[config.mk]
export PLATFORM = sky130hd
export DESIGN_NAME = sop_length_xor_frame_parser_unit
export DESIGN_NICKNAME = d
export VERILOG_FILES = /design/src/hdl/sfp_pkg.sv /design/src/hdl/sfp_store.sv /design/src/hdl/sfp_ctrl.sv /design/src/hdl/sop_length_xor_frame_parser_unit.sv
export SDC_FILE = /design/constraint.sdc
export NUM_CORES = 1
export LEC_CHECK = 0
export BUFFER_PORTS_ARGS = -buffer_cell sky130_fd_sc_hd__clkbuf_2
export CAP_MARGIN = 20
export CORE_ASPECT_RATIO = 1.1
export CORE_UTILIZATION = 33
export DETAILED_ROUTE_END_ITERATION = 7
export MAX_ROUTING_LAYER = met4
export PLACE_DENSITY = 0.48
export SLEW_MARGIN = 20
export SYNTH_ARGS = -nofsm -noshare
export SYNTH_HDL_FRONTEND = slang
export SYNTH_SLANG_ARGS = --single-unit
[constraint.sdc]
create_clock -name i_clk -period 10.58 [get_ports i_clk]
set_clock_uncertainty 0.15 [all_clocks]
set_input_delay 0.529 -clock i_clk [delete_from_list [all_inputs] [get_ports i_clk]]
set_output_delay 0.529 -clock i_clk [all_outputs]
set_load 0.03 [all_outputs]
[src/hdl/sfp_pkg.sv]
`timescale 1ns / 1ps
// shared types and constants of the start/length/xor frame parser
// no dependencies; imported by every module of the block

package sfp_pkg;

    localparam int MAX_PAYLOAD = 32;
    localparam int STORE_AW    = $clog2(MAX_PAYLOAD);

    localparam int BYTE_W = 8;
    localparam int LEN_W  = 6;
    localparam int STAT_W = 2;

    localparam logic [BYTE_W-1:0] START_BYTE_RST = 8'd239;
    localparam logic [BYTE_W-1:0] MAX_LEN_BYTE   = BYTE_W'(MAX_PAYLOAD);
    localparam logic [LEN_W-1:0]  MAX_LEN        = LEN_W'(MAX_PAYLOAD);

    // result status codes
    localparam logic [STAT_W-1:0] ST_DATA  = 2'd0;
    localparam logic [STAT_W-1:0] ST_EMPTY = 2'd1;
    localparam logic [STAT_W-1:0] ST_ERROR = 2'd2;

    typedef enum logic [5:0] {
        S_HUNT     = 6'b000001,
        S_LEN      = 6'b000010,
        S_DATA     = 6'b000100,
        S_CHECK    = 6'b001000,
        S_DRAIN_RD = 6'b010000,
        S_DRAIN_WR = 6'b100000
    } t_state;

    typedef struct packed {
        logic                we;
        logic [STORE_AW-1:0] waddr;
        logic [BYTE_W-1:0]   wdata;
        logic                re;
        logic [STORE_AW-1:0] raddr;
    } t_mem_req;

    typedef struct packed {
        logic [STAT_W-1:0] status;
        logic [BYTE_W-1:0] out_byte;
        logic [LEN_W-1:0]  out_index;
        logic [LEN_W-1:0]  frame_length;
        logic              last;
    } t_result;

endpackage

[src/hdl/sfp_store.sv]
`timescale 1ns / 1ps
// payload memory: one write port, one read port, registered read data
// depends on sfp_pkg

module sfp_store (
    input  logic                      i_clk,
    input  sfp_pkg::t_mem_req         i_req,
    output logic [sfp_pkg::BYTE_W-1:0] o_rdata
);
    import sfp_pkg::*;

    logic [BYTE_W-1:0] r_mem [MAX_PAYLOAD];
    logic [BYTE_W-1:0] r_rdata;

    always_ff @(posedge i_clk) begin
        if (i_req.we) begin
            r_mem[i_req.waddr] <= i_req.wdata;
        end
        if (i_req.re) begin
            r_rdata <= r_mem[i_req.raddr];
        end
    end

    assign o_rdata = r_rdata;

endmodule

[src/hdl/sfp_ctrl.sv]
`timescale 1ns / 1ps
// frame parser sequencer: hunt/length/payload/check phases, drain of the
// payload memory and the result register; depends on sfp_pkg

module sfp_ctrl (
    input  logic                       i_clk,
    input  logic                       i_rst_n,
    input  logic                       i_cfg_we,
    input  logic [sfp_pkg::BYTE_W-1:0] i_cfg_wdata,
    input  logic                       i_in_valid,
    output logic                       o_in_ready,
    input  logic [sfp_pkg::BYTE_W-1:0] i_in_byte,
    output logic                       o_out_valid,
    input  logic                       i_out_ready,
    output sfp_pkg::t_result           o_out,
    output sfp_pkg::t_mem_req          o_mem_req,
    input  logic [sfp_pkg::BYTE_W-1:0] i_mem_rdata
);
    import sfp_pkg::*;

    t_state            r_state, n_state;
    logic [BYTE_W-1:0] r_start_byte;
    logic [LEN_W-1:0]  r_held, n_held;
    logic [LEN_W-1:0]  r_fill, n_fill;
    logic [BYTE_W-1:0] r_xor, n_xor;
    logic              r_out_valid, n_out_valid;
    t_result           r_out, n_out;

    logic              in_fire;
    logic [LEN_W-1:0]  fill_inc;
    logic              out_free;

    assign out_free   = !r_out_valid || i_out_ready;
    assign o_in_ready = (r_state == S_HUNT) || (r_state == S_LEN) || (r_state == S_DATA)
                        || ((r_state == S_CHECK) && !r_out_valid);
    assign in_fire    = i_in_valid && o_in_ready;
    assign fill_inc   = r_fill + LEN_W'(1);

    always_comb begin
        n_state     = r_state;
        n_held      = r_held;
        n_fill      = r_fill;
        n_xor       = r_xor;
        n_out       = r_out;
        n_out_valid = r_out_valid && !i_out_ready;
        o_mem_req   = '{we: 1'b0, waddr: r_fill[STORE_AW-1:0], wdata: i_in_byte,
                        re: 1'b0, raddr: r_fill[STORE_AW-1:0]};
        case (r_state)
            S_HUNT: begin
                if (in_fire && i_in_byte == r_start_byte) begin
                    n_state = S_LEN;
                end
            end
            S_LEN: begin
                if (in_fire) begin
                    if (i_in_byte > MAX_LEN_BYTE) begin
                        n_state = S_HUNT;
                    end else begin
                        n_held  = i_in_byte[LEN_W-1:0];
                        n_fill  = '0;
                        n_xor   = i_in_byte;
                        n_state = (i_in_byte[LEN_W-1:0] == '0) ? S_CHECK : S_DATA;
                    end
                end
            end
            S_DATA: begin
                if (in_fire) begin
                    o_mem_req.we = (r_fill < MAX_LEN);
                    n_xor        = r_xor ^ i_in_byte;
                    n_fill       = fill_inc;
                    if (fill_inc >= r_held) begin
                        n_state = S_CHECK;
                    end
                end
            end
            S_CHECK: begin
                if (in_fire) begin
                    n_state = S_HUNT;
                    if (i_in_byte != r_xor) begin
                        n_out       = '{status: ST_ERROR, out_byte: '0, out_index: '0,
                                        frame_length: r_held, last: 1'b1};
                        n_out_valid = 1'b1;
                    end else if (r_held == '0) begin
                        n_out       = '{status: ST_EMPTY, out_byte: '0, out_index: '0,
                                        frame_length: '0, last: 1'b1};
                        n_out_valid = 1'b1;
                    end else begin
                        n_fill  = '0;
                        n_state = S_DRAIN_RD;
                    end
                end
            end
            S_DRAIN_RD: begin
                o_mem_req.re = 1'b1;
                n_state      = S_DRAIN_WR;
            end
            S_DRAIN_WR: begin
                // read data stays put until the next read, so wait here on a stall
                if (out_free) begin
                    n_out       = '{status: ST_DATA, out_byte: i_mem_rdata, out_index: r_fill,
                                    frame_length: r_held, last: (fill_inc == r_held)};
                    n_out_valid = 1'b1;
                    n_fill      = fill_inc;
                    n_state     = (fill_inc == r_held) ? S_HUNT : S_DRAIN_RD;
                end
            end
            default: begin
                n_state = S_HUNT;
            end
        endcase
    end

    always_ff @(posedge i_clk) begin
        if (!i_rst_n) begin
            r_state      <= S_HUNT;
            r_start_byte <= START_BYTE_RST;
            r_held       <= '0;
            r_fill       <= '0;
            r_xor        <= '0;
            r_out_valid  <= 1'b0;
        end else begin
            r_state     <= n_state;
            r_held      <= n_held;
            r_fill      <= n_fill;
            r_xor       <= n_xor;
            r_out_valid <= n_out_valid;
            if (i_cfg_we) begin
                r_start_byte <= i_cfg_wdata;
            end
        end
    end

    always_ff @(posedge i_clk) begin
        r_out <= n_out;
    end

    assign o_out_valid = r_out_valid;
    assign o_out       = r_out;

    // memory is never written and read in the same cycle
    a_no_rw_overlap: assert property (@(posedge i_clk) disable iff (!i_rst_n)
        !(o_mem_req.we && o_mem_req.re))
        else $error("payload memory written and read together");

    // the drain index never runs past the frame length
    a_drain_in_range: assert property (@(posedge i_clk) disable iff (!i_rst_n)
        (r_state == S_DRAIN_RD || r_state == S_DRAIN_WR) |-> (r_fill < r_held))
        else $error("drain index beyond frame length");

    // a check byte is taken only with the result register empty
    a_check_room: assert property (@(posedge i_clk) disable iff (!i_rst_n)
        (in_fire && r_state == S_CHECK) |-> !r_out_valid)
        else $error("check byte accepted over a pending result");

    // a data result loads from a read issued on entry to the load wait
    a_read_before_load: assert property (@(posedge i_clk) disable iff (!i_rst_n)
        (r_state == S_DRAIN_WR) |-> ($past(o_mem_req.re) || $past(r_state == S_DRAIN_WR)))
        else $error("drain load without preceding read");

endmodule

[src/hdl/sop_length_xor_frame_parser_unit.sv]
`timescale 1ns / 1ps
// top level of the start/length/xor frame parser
// depends on sfp_pkg, sfp_store, sfp_ctrl

// Frame parser for a byte stream. Each input item is one received byte. The
// block hunts for the start byte (register, reset 0xEF), then takes a length
// byte; a length above 32 drops back to hunting. The payload bytes go into a
// 32 x 8 memory, then a check byte is compared with the xor of the length and
// the payload. A good frame comes out as one item per payload byte with its
// index, the frame length and tlast on the final one; a good empty frame gives
// a single empty status item, and a mismatch a single checksum-error item.
// Timing: every byte that ends no frame is taken as soon as it is offered, also
// while an earlier result still waits on the output. The check byte of a good
// frame holds off input while the payload is read back, one byte per read of
// the memory's single read port followed by a load of the output register; a
// downstream stall stretches that. The payload memory has no reset and no
// clearing pass: every entry is written within a frame before it is read.

module sop_length_xor_frame_parser_unit (
    input  logic        i_clk,
    input  logic        i_rst_n,
    // configuration: start byte
    input  logic        i_cfg_we,
    input  logic [7:0]  i_cfg_wdata,
    // input bytes
    input  logic        s_axis_tvalid,
    output logic        s_axis_tready,
    input  logic [7:0]  s_axis_tdata,   // [7:0] rx_byte
    // results
    output logic        m_axis_tvalid,
    input  logic        m_axis_tready,
    output logic [23:0] m_axis_tdata,   // [7:0] out_byte, [13:8] out_index,
                                        // [19:14] frame_length, [23:20] zero
    output logic [1:0]  m_axis_tuser,   // [1:0] status
    output logic        m_axis_tlast    // last result of the frame
);
    import sfp_pkg::*;

    t_mem_req          mem_req;
    logic [BYTE_W-1:0] mem_rdata;
    t_result           res;

    // payload memory, filled during the payload phase and read back on a match
    sfp_store u_store (
        .i_clk   (i_clk),
        .i_req   (mem_req),
        .o_rdata (mem_rdata)
    );

    // phase sequencer, checksum and result register
    sfp_ctrl u_ctrl (
        .i_clk       (i_clk),
        .i_rst_n     (i_rst_n),
        .i_cfg_we    (i_cfg_we),
        .i_cfg_wdata (i_cfg_wdata),
        .i_in_valid  (s_axis_tvalid),
        .o_in_ready  (s_axis_tready),
        .i_in_byte   (s_axis_tdata),
        .o_out_valid (m_axis_tvalid),
        .i_out_ready (m_axis_tready),
        .o_out       (res),
        .o_mem_req   (mem_req),
        .i_mem_rdata (mem_rdata)
    );

    // pack the result fields, lowest field first, padded to whole bytes
    assign m_axis_tdata = {4'b0000, res.frame_length, res.out_index, res.out_byte};
    assign m_axis_tuser = res.status;
    assign m_axis_tlast = res.last;

endmodule
==> flow_metrics.py <==
metrics = {
    "route": {
        "wl_per_cell_um": 22.18,
        "wirelength_um": 29720,
        "dr_wl_met3_um": 1103,
        "drtIter0Drc": 352,
        "postRouteAntennaNets": 0,
        "dr_wl_met2_um": 14850,
        "first_pass_iters": 5,
        "highest_layer": "met4",
        "drc": 0,
        "vias": 6699,
        "wl_met1_um": 13030,
        "via_per_inst": 4.999,
    },
    "power": {
        "combPwrFrac_pct": 5.3,
        "p_sw_w": 0.0005947,
        "clkPwrFrac_pct": 43.5,
        "p_int_w": 0.002150,
        "power.static_leakage_nw": 4.778,
        "seqPwrFrac_pct": 51.2,
        "netSwitchingFraction_pct": 21.67,
        "p_per_area_nw_per_um2": 183.2,
        "peakVddDrop_mv": 0.1535,
    },
    "finish": {
        "drive_gt1_share_pct": 22.81,
        "syn_to_final_growth_pct": 14.57,
        "antenna_cells": 0,
        "nets": 841,
        "regArea_um2": 9326,
        "finish.utilization_pct": 38.33,
        "n_fill_cell": 3566,
        "multi_input_area_um2": 3527,
        "post-route-cell-area_um2": 14980,
    },
    "logic_synthesis": {
        "ys_seq_elements": 322,
        "synth-edff-count": 287,
        "syn-instance-count": 764,
        "ys_seq_area_share_pct": 71.27,
        "synth_warnings": 0,
        "yosys.area_share.xor_xnor_pct": 1.541,
        "async_reset_ff_share_pct": 0,
        "yosys.area_share.adder_pct": 0.9568,
        "netlist_area_um2": 13080,
        "synth-simple-area-share_pct": 7.243,
        "synth.area.mux_share_pct": 12.25,
        "yosysUniqueCellTypes": 53,
        "synth_compound_area_share_pct": 4.679,
        "synth_top_family_by_area": "multiplexers",
        "syn_avg_cell_area_um2": 17.12,
        "ys.flop_type": "edfxtp_1",
    },
    "setup_path": {
        "arrival_ns": 3.61,
        "cp_top_family": "simple AND/OR/NAND/NOR gates",
        "path_cells": "nor4_2 -> nand3b_1 -> nor4b_4 -> nand2_4 -> nor2_1",
        "worstPathMaxFanout": 17,
        "r2r_setup_slack_ns": 6.95,
        "critical_path_class": "reg2reg",
        "start_kind": "flop",
        "end_kind": "flop",
        "path_buf_inv": 0,
        "slowest_delay_ns": 0.73,
        "worst_path_max_delay_cell": "nor4b_4",
        "crit_required_ns": 10.56,
    },
    "clocking": {
        "clk_pin_slew_worst_paths_ns": 0.06,
        "cts_buffer_depth": 3,
        "cts.sinks": 322,
        "cts_buffers": 34,
        "cts_root_buf": "clkbuf_16",
        "cts.repair.resized": 0,
        "post_cts_buffers": 0,
        "h-tree-depth": 2,
        "clk_latency_ns": 0.53,
        "ctsHoldBuffers": 0,
        "cts_tree": "yes",
    },
    "place": {
        "io_buffers": 45,
        "post_dp_cell_area_um2": 13840,
        "finalWeightedCongestion": 0.8339,
        "hpwl_um": 18480,
    },
    "sta": {
        "post-route-period-util_pct": 34.30,
        "slew_headroom_pct": 27.77,
        "fin_crit_ns": 3.629,
        "slew_viol_final": 0,
        "tns_ns": 0,
        "max_slew.worst_pin.slew_ns": 1.075,
        "fmax_ghz": 0.2756,
        "setup_viol": 0,
        "grt_setup_unrepaired": "false",
        "finalHoldViolCount": 0,
    },
    "die": {
        "coreArea_um2": 39080,
        "start_util_pct": 33.46,
        "die_y_um": 210.8,
        "num_rows": 76,
        "die_area_um2": 40430,
        "io_pins": 50,
        "die_w_um": 191.8,
    },
    "min_path": {
        "hold_class": "in2reg",
    },
    "global_routing": {
        "grt_pass1_wl_um": 44670,
        "grt.total_usage_pct": 15.58,
        "antenna_found_initial": 0,
        "grt_pass1_vias": 6912,
        "grt_max_degree": 48,
        "grt_overflow": 0,
    },
    "job": {
        "maxCapViolations": 0,
    },
    "status": {
        "status": "finished clean",
    },
}
-- registers in the layout, summed over array words and instances (netlist names) --
signal and count:
u_ctrl.o_out 23, u_ctrl.o_out_valid 1, u_ctrl.r_fill 6, u_ctrl.r_held 6, u_ctrl.r_start_byte 8, u_ctrl.r_state 6, u_ctrl.r_xor 8, u_store.o_rdata 8
u_store.r_mem 256
-- cell usage after synthesis (5+ instances only) --
cell type / n / area, um2
a21oi_1: 7 / 35.03
a22oi_1: 38 / 285.3
and2_1: 17 / 106.4
buf_1: 7 / 26.28
buf_2: 9 / 45.04
clkbuf_1: 31 / 116.4
dfxtp_1: 35 / 700.7
edfxtp_1: 287 / 8618
ha_1: 10 / 125.1
inv_1: 12 / 45.04
mux2i_1: 16 / 160.2
mux4_2: 64 / 1441
nand2_1: 24 / 90.09
nand3_1: 14 / 70.07
nand3b_1: 6 / 45.04
nand4_1: 12 / 75.07
nor2_1: 67 / 251.5
nor3_1: 6 / 30.03
o21ai_1: 15 / 75.07
o21bai_1: 6 / 45.04
xnor2_1: 18 / 157.7
xor2_1: 5 / 43.79
-- cells by family after synthesis --
family | count (synthesis)
DFF | 322
and+or+nand+nor | 178
AOI/OAI and AO/OA | 86
muxes | 80
buffers and inverters | 64
xor gates and xnor gates | 23
adders and majority gates | 10
other | 1
-- placed cells by master (no fill, tap or decap), types with 4 or more instances in the layout --
cell type and n:
nand3_1 14, o21bai_1 6, and2_1 17, bufinv_16 4
dfxtp_1 33, xnor2_1 18, nand4_1 12, nand2b_1 4
clkbuf_2 45, inv_1 12, edfxtp_1 287, xor2_1 5
ha_1 10, clkbuf_16 35, conb_1 4, nor3_1 6
nand2_1 24, nand2_4 4, a22oi_1 38, a21oi_1 7
clkinv_1 4, clkinv_2 5, nor2_1 67, nand3b_1 6
o21ai_1 15, clkbuf_1 5, mux4_2 64, buf_4 12
mux2i_1 16
-- metal layers --
layer,vias up,GRT usage (%)
met5,-,-
met4,0,5.145
met3,42,2.293
met2,143,25.37
met1,3416,19.93
li1,3098,-
-- final timing paths --
check	start	end	depth (start not counted)
max	u_ctrl.r_state[0]$_SDFFE_PN1P_	u_store.r_mem[26][0]$_DFFE_PP_	5
min	i_cfg_wdata[1]	u_ctrl.r_start_byte[1]$_SDFFE_PN1P_	3
max reg2reg	u_ctrl.r_state[0]$_SDFFE_PN1P_	u_store.r_mem[26][0]$_DFFE_PP_	5
min reg2reg	u_ctrl.r_start_byte[1]$_SDFFE_PN1P_	u_ctrl.r_start_byte[1]$_SDFFE_PN1P_	2
-- worst register-to-register path: cells and delay by family, from the launching register on --
family	cells	cell delay [ns]
AND/OR/NAND/NOR	5	2.71
flip-flops	1	0.37
-- final cells by class --
cell class / count / area share, %
sequential: 322 / 62.25
inverter: 13 / 0.3257
clock buffer: 40 / 5.971
multi-input combinational: 381 / 23.54
clock inverter: 19 / 1.495
timing repair buffer: 58 / 2.180
tap: 507 / 4.234
-- metrics by stage --
step                hold WS [ns]  total power [W]  std cells  setup slack, ns
floorplan                 0.3134         0.001529        767            6.810
global placement          0.3288         0.001578       1280            7.044
detailed placement        0.3351         0.001579       1280            6.939
CTS                      0.05515         0.002777       1339            6.903
global route             0.07290         0.002832       1340            6.658
finish                   0.07665         0.002745       1340            6.951
-- power groups by stage --
stage | Clock, W | Combinational (W) | Sequential (W)
6_report | 0.00120 | 0.000144 | 0.00141
5_1_grt | 0.00127 | 0.000160 | 0.00141
4_1_cts | 0.00123 | 0.000147 | 0.00141
3_5_place_dp | 0 | 0.000146 | 0.00143
3_3_place_gp | 0 | 0.000145 | 0.00143
2_1_floorplan | 0 | 0.0000985 | 0.00143
Note: power is estimated with default switching activity, not from simulation.
